### config.mk
export PLATFORM = sky130hd
export DESIGN_NAME = keyed_watchdog_timer_top
export DESIGN_NICKNAME = d
export VERILOG_FILES = /design/src/design/kwdt_pkg.sv /design/src/design/kwdt_core.sv /design/src/design/keyed_watchdog_timer_top.sv
export SDC_FILE = /design/constraint.sdc
export NUM_CORES = 1
export LEC_CHECK = 0
export CELL_PAD_IN_SITES_DETAIL_PLACEMENT = 2
export CELL_PAD_IN_SITES_GLOBAL_PLACEMENT = 2
export CORE_MARGIN = 3
export CORE_UTILIZATION = 30
export DETAILED_ROUTE_END_ITERATION = 7
export DONT_BUFFER_PORTS = 1
export PLACE_DENSITY = 0.66
export SLEW_MARGIN = 15
export SYNTH_ARGS = -nofsm -noshare
export SYNTH_HDL_FRONTEND = slang
export SYNTH_SLANG_ARGS = --single-unit
### constraint.sdc
create_clock -name clk -period 3.55 [get_ports clk]
set_input_delay 0.355 -clock clk [delete_from_list [all_inputs] [get_ports clk]]
set_output_delay 0.355 -clock clk [all_outputs]
set_load 0.005 [all_outputs]
### src/design/kwdt_pkg.sv
`default_nettype none

package kwdt_pkg;

	// command codes
	typedef enum logic [1:0] {
		CMD_TICK  = 2'd0,
		CMD_WRITE = 2'd1,
		CMD_READ  = 2'd2
	} kwdt_cmd_t;

	// register map
	typedef enum logic [2:0] {
		REG_MATCH  = 3'd0,
		REG_ENABLE = 3'd1,
		REG_CLEAR  = 3'd2,
		REG_STATUS = 3'd3,
		REG_KEY1   = 3'd4,
		REG_KEY2   = 3'd5,
		REG_COUNT  = 3'd6
	} kwdt_reg_t;

	localparam logic [15:0] KEY_FIRST  = 16'hbaba;
	localparam logic [15:0] KEY_SECOND = 16'heb10;

	typedef struct packed {
		logic [15:0] write_data;
		kwdt_reg_t   register_index;
		kwdt_cmd_t   command;
	} kwdt_item_t;

	typedef struct packed {
		logic        write_accepted;
		logic        reset_pulse;
		logic [15:0] read_data;
	} kwdt_result_t;

endpackage

`default_nettype wire

### src/design/kwdt_core.sv
`default_nettype none

module kwdt_core import kwdt_pkg::*; #(
	parameter int COUNTER_WIDTH = 16
) (
	input  wire logic         clk,
	input  wire logic         arst_n,
	input  wire logic         step,
	input  wire kwdt_item_t   item,
	output kwdt_result_t      result
);

	typedef enum logic [1:0] {
		UNLOCK_LOCKED = 2'd0,
		UNLOCK_FIRST  = 2'd1,
		UNLOCK_OPEN   = 2'd2
	} unlock_t;

	logic [COUNTER_WIDTH-1:0] count_q, count_nxt;
	logic [COUNTER_WIDTH-1:0] match_q, match_nxt;
	logic [COUNTER_WIDTH-1:0] count_inc;
	logic                     count_en_q, count_en_nxt;
	logic                     reset_en_q, reset_en_nxt;
	logic                     fired_q, fired_nxt;
	unlock_t                  unlock_q, unlock_nxt;

	logic [COUNTER_WIDTH+15:0] data_ext;
	logic [COUNTER_WIDTH+15:0] count_ext;
	logic [COUNTER_WIDTH+15:0] match_ext;

	assign count_inc = count_q + {{(COUNTER_WIDTH-1){1'b0}}, 1'b1};
	assign data_ext  = {{COUNTER_WIDTH{1'b0}}, item.write_data};
	assign count_ext = {16'b0, count_q};
	assign match_ext = {16'b0, match_q};

	always_comb begin
		count_nxt    = count_q;
		match_nxt    = match_q;
		count_en_nxt = count_en_q;
		reset_en_nxt = reset_en_q;
		fired_nxt    = fired_q;
		unlock_nxt   = unlock_q;
		result       = '0;
		unique case (item.command)
			CMD_TICK: begin
				if (count_en_q) begin
					if (count_inc == match_q) begin
						count_nxt          = '0;
						fired_nxt          = 1'b1;
						result.reset_pulse = reset_en_q;
					end else begin
						count_nxt = count_inc;
					end
				end
			end
			CMD_WRITE: begin
				// any write drops the unlock unless it advances it below
				unlock_nxt = UNLOCK_LOCKED;
				unique case (item.register_index)
					REG_MATCH: begin
						if (unlock_q == UNLOCK_OPEN) begin
							match_nxt             = data_ext[COUNTER_WIDTH-1:0];
							result.write_accepted = 1'b1;
						end
					end
					REG_ENABLE: begin
						if (unlock_q == UNLOCK_OPEN) begin
							count_en_nxt          = item.write_data[0];
							reset_en_nxt          = item.write_data[1];
							result.write_accepted = 1'b1;
						end
					end
					REG_CLEAR: begin
						if (unlock_q == UNLOCK_OPEN) begin
							count_nxt             = '0;
							result.write_accepted = 1'b1;
						end
					end
					REG_KEY1: begin
						if (item.write_data == KEY_FIRST) begin
							unlock_nxt            = UNLOCK_FIRST;
							result.write_accepted = 1'b1;
						end
					end
					REG_KEY2: begin
						if (unlock_q == UNLOCK_FIRST && item.write_data == KEY_SECOND) begin
							unlock_nxt            = UNLOCK_OPEN;
							result.write_accepted = 1'b1;
						end
					end
					default: ;
				endcase
			end
			CMD_READ: begin
				unique case (item.register_index)
					REG_MATCH:  result.read_data = match_ext[15:0];
					REG_ENABLE: result.read_data = {14'b0, reset_en_q, count_en_q};
					REG_STATUS: result.read_data = {15'b0, fired_q};
					REG_COUNT:  result.read_data = count_ext[15:0];
					default:    result.read_data = '0;
				endcase
			end
			default: ;
		endcase
	end

	always_ff @(posedge clk or negedge arst_n) begin
		if (!arst_n) begin
			count_q    <= '0;
			match_q    <= '1;
			count_en_q <= 1'b0;
			reset_en_q <= 1'b0;
			fired_q    <= 1'b0;
			unlock_q   <= UNLOCK_LOCKED;
		end else if (step) begin
			count_q    <= count_nxt;
			match_q    <= match_nxt;
			count_en_q <= count_en_nxt;
			reset_en_q <= reset_en_nxt;
			fired_q    <= fired_nxt;
			unlock_q   <= unlock_nxt;
		end
	end

	// reads and ticks leave the unlock tracker alone
	a_unlock_hold: assert property (@(posedge clk) disable iff (!arst_n)
		step && item.command != CMD_WRITE |=> $stable(unlock_q))
		else $error("unlock stage changed on a non-write transaction");

	// fired flag is sticky
	a_fired_sticky: assert property (@(posedge clk) disable iff (!arst_n)
		fired_q |=> fired_q)
		else $error("fired flag cleared");

	// a reset pulse only comes from an enabled counter with reset generation on
	a_pulse_src: assert property (@(posedge clk) disable iff (!arst_n)
		result.reset_pulse |-> item.command == CMD_TICK && count_en_q && reset_en_q)
		else $error("reset pulse without enabled reset generation");

	// a protected write that lands always consumes the unlock
	a_unlock_used: assert property (@(posedge clk) disable iff (!arst_n)
		step && result.write_accepted && item.register_index != REG_KEY1
			&& item.register_index != REG_KEY2
		|-> $past(1'b1) && unlock_q == UNLOCK_OPEN ##1 unlock_q == UNLOCK_LOCKED)
		else $error("protected write accepted without full unlock");

endmodule

`default_nettype wire

### src/design/keyed_watchdog_timer_top.sv
`default_nettype none

// Keyed watchdog timer. Each input transaction is a watchdog tick, a register write or a
// register read (command in s_tuser); each one gives exactly one result transaction
// carrying read data, a reset pulse flag and a write-accepted flag. Writes to match,
// enable and counter clear only land right after key 0xbaba went to the first key
// register and then key 0xeb10 to the second; every protected write needs its own key
// pair and any other write cancels a pending unlock. Throughput is one transaction per
// cycle: the whole step is one increment, one compare and a register update between
// the input register and the output register. An accepted input transaction is held
// in the input register, and its result is written to the output register when the
// step takes place. While a result waits on a stalled master side, an empty input
// register still takes one transaction; once it holds one, s_tready drops in every
// stalled cycle, so input is held off for as long as the master side stalls.
module keyed_watchdog_timer_top import kwdt_pkg::*; #(
	parameter int COUNTER_WIDTH = 16
) (
	input  wire logic        clk,
	input  wire logic        arst_n,
	input  wire logic        s_tvalid,
	output logic             s_tready,
	input  wire logic [23:0] s_tdata,   // [2:0] register_index, [18:3] write_data
	input  wire logic [1:0]  s_tuser,   // [1:0] command
	output logic             m_tvalid,
	input  wire logic        m_tready,
	output logic [23:0]      m_tdata    // [15:0] read_data, [16] reset_pulse, [17] write_accepted
);

	kwdt_item_t   item_s1;
	logic         valid_s1;
	kwdt_result_t result_c;
	kwdt_result_t result_q;
	logic         out_valid_q;
	logic         advance;
	logic         step;

	// output register is free when empty or being drained this cycle
	assign advance  = !out_valid_q || m_tready;
	assign s_tready = !valid_s1 || advance;
	assign step     = valid_s1 && advance;

	// input register
	always_ff @(posedge clk or negedge arst_n) begin
		if (!arst_n) begin
			valid_s1 <= 1'b0;
		end else if (s_tready) begin
			valid_s1 <= s_tvalid;
		end
	end

	always_ff @(posedge clk) begin
		if (s_tready && s_tvalid) begin
			item_s1.command        <= kwdt_cmd_t'(s_tuser[1:0]);
			item_s1.register_index <= kwdt_reg_t'(s_tdata[2:0]);
			item_s1.write_data     <= s_tdata[18:3];
		end
	end

	// watchdog state and per-transaction step logic
	kwdt_core #(
		.COUNTER_WIDTH(COUNTER_WIDTH)
	) u_core (
		.clk    (clk),
		.arst_n (arst_n),
		.step   (step),
		.item   (item_s1),
		.result (result_c)
	);

	// result register
	always_ff @(posedge clk or negedge arst_n) begin
		if (!arst_n) begin
			out_valid_q <= 1'b0;
		end else if (advance) begin
			out_valid_q <= valid_s1;
		end
	end

	always_ff @(posedge clk) begin
		if (step) begin
			result_q <= result_c;
		end
	end

	assign m_tvalid = out_valid_q;
	assign m_tdata  = {6'b0, result_q};

endmodule

`default_nettype wire
## Word level (Yosys, flattened, before mapping)

Cells that the tools add are included.

| storage, ports and cells | value |
|---|---|
| register bits after elaboration | 78 |
| input bits | 30 |
| output and inout bits | 26 |

| operators by class | value |
|---|---|
| add/subtract/negate cells | 1 |
| equal/unequal tests | 16 |
| muxes and demuxes | 13 |
| reduce and logical (&&, ||, !) cells | 17 |

Operator list:

| kind | number |
|---|---|
| 16-bit two-way mux | 4 |
| 16-bit one-hot mux with 4 select lines | 1 |
| 16-bit equality test (second input constant) | 2 |
| 16-bit one-hot mux with 2 select lines | 1 |
| 16-bit by 1-bit adder with 16-bit output (second input constant) | 1 |
| 16-bit equality test | 1 |
| 4-bit AND reduction | 3 |
| 3-bit equality test (second input constant) | 3 |
| 3-bit by 2-bit equality test with 1-bit output (second input constant) | 2 |
| 5-bit AND reduction | 1 |
| 2-bit by 1-bit equality test with 1-bit output (second input constant) | 2 |
| 2-bit equality test (second input constant) | 2 |
| 1-bit two-way mux | 4 |
| 2-bit by 1-bit inequality test with 1-bit output (second input constant) | 2 |
| 2-bit one-hot mux with 2 select lines | 1 |
| 3-bit by 1-bit equality test with 1-bit output (second input constant) | 1 |
| 1-bit logical AND | 3 |
| 3-bit zero test | 1 |
| 1-bit one-hot mux with 3 select lines | 1 |
| 3-bit AND reduction | 1 |
| 3-bit OR reduction | 1 |
| 1-bit zero test | 2 |
| 2-bit zero test | 1 |
| 1-bit logical OR | 2 |
| other kinds (4) | 4 |

## Depth between registers and ports, before layout

| depth | value |
|---|---|
| depth after elaboration | 5 |
| gate-level depth with buffers | 9 |
| mapped depth without buffers | 8 |

## Modules after synthesis

A second synthesis with hierarchy kept.

| unflattened totals | value |
|---|---|
| cells, all modules | 359 |
| area total of the unflattened synthesis | 4040.1 um2 |

By module, submodules not included:

| module | times used | cells an instance | area an instance (um2) | sequential area each (um2) |
|---|---|---|---|---|
| kwdt_core | 1 | 305 | 2716.4 | 945.9 |
| keyed_watchdog_timer_top | 1 | 54 | 1323.8 | 1221.2 |

## Least setup slack after synthesis

No wires, ideal clock.

| timing path | value |
|---|---|
| kind | reg-to-reg |
| start | register out_valid_q (netlist: m_tvalid) |
| end | register u_core.match_q[10] |
| data arrival time | 2.562 ns |
| required time | 3.468 ns |
| setup slack | 0.905 ns |
| stages on the path, launching flop included | 7 |
| path buffers | 1 |
| period minus slack after synthesis | 2.645 ns |
| cells stage by stage | dfrtp_1 -> nand2b_1 -> and2_1 -> nand3_1 -> nor3_1 -> clkbuf_1 -> mux2_2 |

| between the ends | value |
|---|---|
| word-level cells in the longest chain between the ends | 4 |

RTL lines:

| item | RTL line | source |
|---|---|---|
| start, declared | keyed_watchdog_timer_top.sv:33 | `logic out_valid_q;` |
| start signal, assigned | keyed_watchdog_timer_top.sv:75 | `out_valid_q <= valid_s1;` |
| 1-bit zero test | keyed_watchdog_timer_top.sv:38 | `assign advance = !out_valid_q \|\| m_tready;` |
| 1-bit logical OR | keyed_watchdog_timer_top.sv:38 |  |
| 1-bit logical AND | keyed_watchdog_timer_top.sv:40 | `assign step = valid_s1 && advance;` |
| named net step | keyed_watchdog_timer_top.sv:35 | `logic step;` |
| 4-bit AND reduction (no line) | -- |  |
| end signal, assigned | kwdt_core.sv:117 | `match_q <= match_nxt;` |
| end, declared | kwdt_core.sv:20 | `logic [COUNTER_WIDTH-1:0] match_q, match_nxt;` |

The timed path passes the listed nets, and every way through them passes these cells.
A chain may end at the register's enable or synchronous reset.

## Worst setup path after layout

| timing path | value |
|---|---|
| start | register u_core.count_q[0] |
| end | register u_core.count_q[10] |

| between the ends | value |
|---|---|
| word-level cells in the longest chain between the ends | 5 |

RTL lines:

| item | RTL line | source |
|---|---|---|
| start, declared | kwdt_core.sv:19 | `logic [COUNTER_WIDTH-1:0] count_q, count_nxt;` |
| start signal, assigned | kwdt_core.sv:116 | `count_q <= count_nxt;` |
| 16-bit by 1-bit adder with 16-bit output * | kwdt_core.sv:31 | `assign count_inc = count_q + {{(COUNTER_WIDTH-1){1'b0}}, 1'b1};` |
| 16-bit equality test | kwdt_core.sv:47 | `if (count_inc == match_q) begin` |
| 16-bit two-way mux * | kwdt_core.sv:47 |  |
| 16-bit two-way mux * | kwdt_core.sv:46 | `if (count_en_q) begin` |
| 16-bit one-hot mux with 2 select lines * | kwdt_core.sv:44 | `unique case (item.command)` |

Mark *: on every way between the ends. The rest lies on a longest branch, timed or not. The select of a mux whose other input is x is not followed.

==> flow_results.org <==
** Worst setup path
- By startpoint and endpoint, the worst setup path is classified as flip-flop to flip-flop.
- Of all nets on the critical path, the largest fanout is 12.
- Worst setup path start :: u_core.count_q[0]
- Crit. End Element :: flip-flop
- Required time reported for the critical path endpoint :: 3.75 ns
- Data on the critical path arrives at its endpoint at 3.34 ns.
- On the critical path, the stage with the largest delay is an instance of sky130_fd_sc_hd__dfrtp_1.
- Launching point of the worst reg2reg path :: u_core.count_q[0]
- Element type at the critical path start :: flip-flop
- Maximum single-stage delay on the critical path :: 0.52 ns
- Ordered list of cells on the worst path :: ha_1, nand3_2, or2_2, a311oi_1, nand4_1, nor4_1, a21o_1, nor2_1

** STA
- Subtracting the final worst setup slack from the clock period gives 3.14 ns.
- Post-route setup slack :: 0.411 ns
- Headroom to the max-slew limit came out at 0.442.
- Across the routed clock network, the largest skew measured is 0.00927 ns.
- The number of failing hold endpoints at the final stage came to 0.
- At the pin with the least slew margin, the transition time is 0.837 ns.
- The number of pins with negative max-slew slack in the final report came to 0.
- Setup repair after global routing left no endpoint under its margin.
- Final critical-path share of the clock period :: 0.884
- Setup total negative slack on the finished layout was measured at 0 ns.
- Achievable Freq :: 0.319 GHz
- Count of final setup violators :: 0

** Pwr
- Summed over all cells, the static leakage comes to 1.58 nW.
- In this run the power spent charging and discharging nets is 0.446 mW.
- The internal power of the cells totals 1.50 mW.
- Sequential group share of total power :: 0.519
- Of the total power, the share spent switching nets is 0.229.
- Power share of the clock group :: 0.452
- Final Total Pwr :: 1.95 mW
- Of the total power, combinational logic draws 0.029.
- IR analysis of the VDD net gives a maximum drop of 0.286 mV.
- Pwr Density :: 451 nW/um^2

** Global route
- Global-route usage over all layers :: 0.145
- Via count of the first global-routing pass :: 2736
- The initial antenna violation count is 0.
- The first global-routing pass estimated 15.6 mm of wire.
- Entering global routing, the biggest net connects 40 pins.
- Remaining Overflow, GRT :: 0

** Floorplanning
- The initial utilization of the core area, before any placement, comes to 0.314.
- In this run the standard cell core region covers 12300 um^2.
- Die Height :: 120 um
- # rows :: 40
- The die covers 14300 um^2.
- Number of primary I/O pins :: 56
- The die is 120 um wide.

** Drt
- Number of remaining DRC errors :: 0
- Iteration count of the initial detailed-routing pass :: 4
- DR iter-0 viols :: 89
- DR WL/cell :: 19.0 um
- The routed design has 9.62 mm of wire.
- Routed vias :: 2540
- Number of antenna-violating nets in the routed design :: 0
- Dividing the detail-routed via count by the number of cells gives 5.03.

** Synth
- Averaged over all synthesized cells, the footprint is 11.6 um^2.
- In the synthesized netlist the dominant register cell turns out to be sky130_fd_sc_hd__edfxtp_1.
- Synth unique cells :: 55
- Summing every instance area after synthesis gives 3870 um^2.
- Of all cell types, the one taking the most synthesized area is sky130_fd_sc_hd__edfxtp_1.
- Sequential-to-total area share from yosys stat :: 0.560
- Of all flip-flops after synthesis, the portion carrying an async set or reset was 0.500.
- Yosys Warn Count :: 0
- Cell count after synthesis :: 333
- Area contributors post-synth :: sky130_fd_sc_hd__edfxtp_1, sky130_fd_sc_hd__dfrtp_1, sky130_fd_sc_hd__dfstp_2
- Of the post-synthesis cell area, the dominant cell type holds 0.303.
- Number of enable-type register cells in the synthesized netlist :: 39
- The synthesized design contains 78 register bits.

** Clock network
- Num Clock Sinks :: 78
- In this run, post-CTS repair resized a total of 0 instances.
- Clock tree from TritonCTS :: yes
- Clock latency reported for the late side of the worst-skew pair :: 0.35 ns
- Clock slew at reported path FFs :: 0.06 ns
- TritonCTS created 9 clock buffers.
- Clock Tree Root :: sky130_fd_sc_hd__clkbuf_16
- Number of levels the H-tree was split into :: 3
- Largest buffer count on any clock path :: 2

** Run
- Max-cap violations in this run came to 0.

** Placed design
- Detailed-placement wirelength estimate :: 7.07 mm
- Number of I/O port buffers :: 0
- At the placement stage, the worst setup path has a slack of 0.424 ns.
- Post-Place Cells :: 487
- Placer Congestion :: 0.835

** Layout
- Share of post-route cells with drive strength above 1 :: 0.199
- The repair_antennas step left the layout with diodes totalling 0.
- Registers take 2170 um^2.
- Signed area change from the synthesized netlist to the final layout :: 11.7%
- Summing all multi-input logic gate instances after layout gives 1570 um^2.
- At the end of the flow the core is filled with cells to 0.351.
- Fin nets :: 363
- Final non-filler cell total :: 505
- Fill cells in the final layout number 1309.

** Status
- The flow ran to the end, and the final reports show no timing, DRC or antenna violations.

** Hold path
- HP Class :: primary input to flip-flop
- The worst hold path begins at s_tdata[16].
-- through the flow --
stage                     hold WS [ns]  area (um^2)
after floorplan                 0.0594         3890
after global placement          0.0607         4010
after detailed placement        0.0610         4010
after CTS                       0.0810         4320
after global routing            0.0831         4320
final                            0.103         4320
-- area by class of cell --
class / instances / share of cell area
clock inverter: 5 / 0.00984
tap: 168 / 0.0486
clock buffer: 11 / 0.0562
multi-input combinational: 232 / 0.363
sequential: 78 / 0.501
inverter: 2 / 0.00174
timing repair buffer: 9 / 0.0191
-- cells in the mapped netlist, types with 2 or more instances --
master                      number
sky130_fd_sc_hd__nor2_1         41
sky130_fd_sc_hd__edfxtp_1       39
sky130_fd_sc_hd__dfrtp_1        23
sky130_fd_sc_hd__mux2_2         21
sky130_fd_sc_hd__nand2_1        18
sky130_fd_sc_hd__xnor2_1        17
sky130_fd_sc_hd__dfstp_2        16
sky130_fd_sc_hd__a22oi_1        15
sky130_fd_sc_hd__xor2_1         15
sky130_fd_sc_hd__buf_4          11
sky130_fd_sc_hd__clkbuf_1       11
sky130_fd_sc_hd__nand2b_1        9
sky130_fd_sc_hd__nand3_1         9
sky130_fd_sc_hd__nand4_1         7
sky130_fd_sc_hd__o21ai_0         7
sky130_fd_sc_hd__a21oi_1         6
sky130_fd_sc_hd__nor4_1          6
sky130_fd_sc_hd__nor3_1          5
sky130_fd_sc_hd__nor3b_1         5
sky130_fd_sc_hd__a21o_1          4
sky130_fd_sc_hd__nand4b_1        3
sky130_fd_sc_hd__or3_1           3
sky130_fd_sc_hd__and2_1          2
sky130_fd_sc_hd__and3_1          2
sky130_fd_sc_hd__buf_2           2
sky130_fd_sc_hd__inv_1           2
sky130_fd_sc_hd__nand3b_1        2
sky130_fd_sc_hd__nor2b_1         2
sky130_fd_sc_hd__o2111ai_1       2
sky130_fd_sc_hd__or2_2           2
sky130_fd_sc_hd__or4_1           2
-- power by group through the flow --
| stage | Combinational [mW] | Clock [mW] | Sequential, mW |
|---|---|---|---|
| after global routing | 0.0646 | 0.947 | 1.02 |
| final | 0.0559 | 0.880 | 1.01 |
| after detailed placement | 0.0449 | 0 | 1.03 |
| after floorplan | 0.0373 | 0 | 1.02 |
| after global placement | 0.0438 | 0 | 1.03 |
| after CTS | 0.0585 | 0.921 | 1.01 |
-- kinds of logic (layout without fill, tap and decap cells) --
kind of cell	after synthesis	count (layout)	share of synthesized area
adder cells (fa/ha/maj)	1	1	0.00323
AO/OA/AOI/OAI	43	43	0.0786
other	1	6	0.000969
XOR/XNOR	33	33	0.0786
buffers and inverters	28	27	0.0404
AND/OR/NAND/NOR	127	127	0.174
flip-flops	78	78	0.560
multiplexers	22	22	0.0637
-- worst max-delay path, delay by kind of cell, from the launching register on --
family                     cells  cell delay, ns
AOI/OAI and AO/OA              2            0.87
adders and majority gates      1            0.34
DFF                            1            0.52
and+or+nand+nor                5            1.26
-- placed cells by master (no fill, tap or decap), types with 2 or more instances in the layout --
cell type / count
sky130_fd_sc_hd__nand4b_1: 3
sky130_fd_sc_hd__xnor2_1: 17
sky130_fd_sc_hd__nand4_1: 7
sky130_fd_sc_hd__o21ai_0: 7
sky130_fd_sc_hd__nor2_1: 41
sky130_fd_sc_hd__a21o_1: 4
sky130_fd_sc_hd__o2111ai_1: 2
sky130_fd_sc_hd__or2_2: 2
sky130_fd_sc_hd__dfrtp_1: 23
sky130_fd_sc_hd__nand3_1: 9
sky130_fd_sc_hd__or4_1: 2
sky130_fd_sc_hd__dfstp_2: 16
sky130_fd_sc_hd__a22oi_1: 15
sky130_fd_sc_hd__nand2_1: 18
sky130_fd_sc_hd__a21oi_1: 6
sky130_fd_sc_hd__nor2b_1: 2
sky130_fd_sc_hd__conb_1: 6
sky130_fd_sc_hd__mux2_2: 21
sky130_fd_sc_hd__nand3b_1: 2
sky130_fd_sc_hd__or3_1: 3
sky130_fd_sc_hd__inv_1: 2
sky130_fd_sc_hd__xor2_1: 15
sky130_fd_sc_hd__nor3b_1: 5
sky130_fd_sc_hd__and3_1: 2
sky130_fd_sc_hd__buf_4: 7
sky130_fd_sc_hd__nand2b_1: 9
sky130_fd_sc_hd__clkbuf_16: 9
sky130_fd_sc_hd__and2_1: 2
sky130_fd_sc_hd__nor4_1: 6
sky130_fd_sc_hd__nor3_1: 4
sky130_fd_sc_hd__edfxtp_1: 39
sky130_fd_sc_hd__clkinv_4: 3
-- repair_timing --
action | 4_1_cts | 5_1_grt
hold buffers | 2 | 0
setup buffers | 0 | 0
endpoints found under the setup margin | 0 | 0
hold endpoints to repair | 39 | 0
-- sequential cells by signal, indices dropped and copies added (netlist names) --
name and count:
item_s1 21, m_tdata 18, u_core.count_q 16, u_core.match_q 16, u_core.unlock_q 2, m_tvalid 1
u_core.count_en_q 1, u_core.fired_q 1, u_core.reset_en_q 1, valid_s1 1
-- worst paths after layout --
check                                     endpoint  slack [ns]  cells after the start
worst max-delay path            u_core.count_q[10]        0.41                      8
min in group asynchronous                 m_tvalid        0.48                      2
max in group asynchronous       u_core.match_q[14]        2.81                      2
worst min register to register      u_core.fired_q        0.47                      1
worst min-delay path                   item_s1[18]        0.10                      0
worst max register to register  u_core.count_q[10]        0.41                      8
-- per-layer routing --
metal | vias to the layer above | wire [um] | track usage
li1 | 1188 | - | -
met1 | 1302 | 4450 | 0.181
met2 | 39 | 4760 | 0.244
met3 | 11 | 235 | 0.0344
met4 | 0 | 165 | 0.0537
met5 | - | 0 | 0
Note: power is estimated with default switching activity, not from simulation.
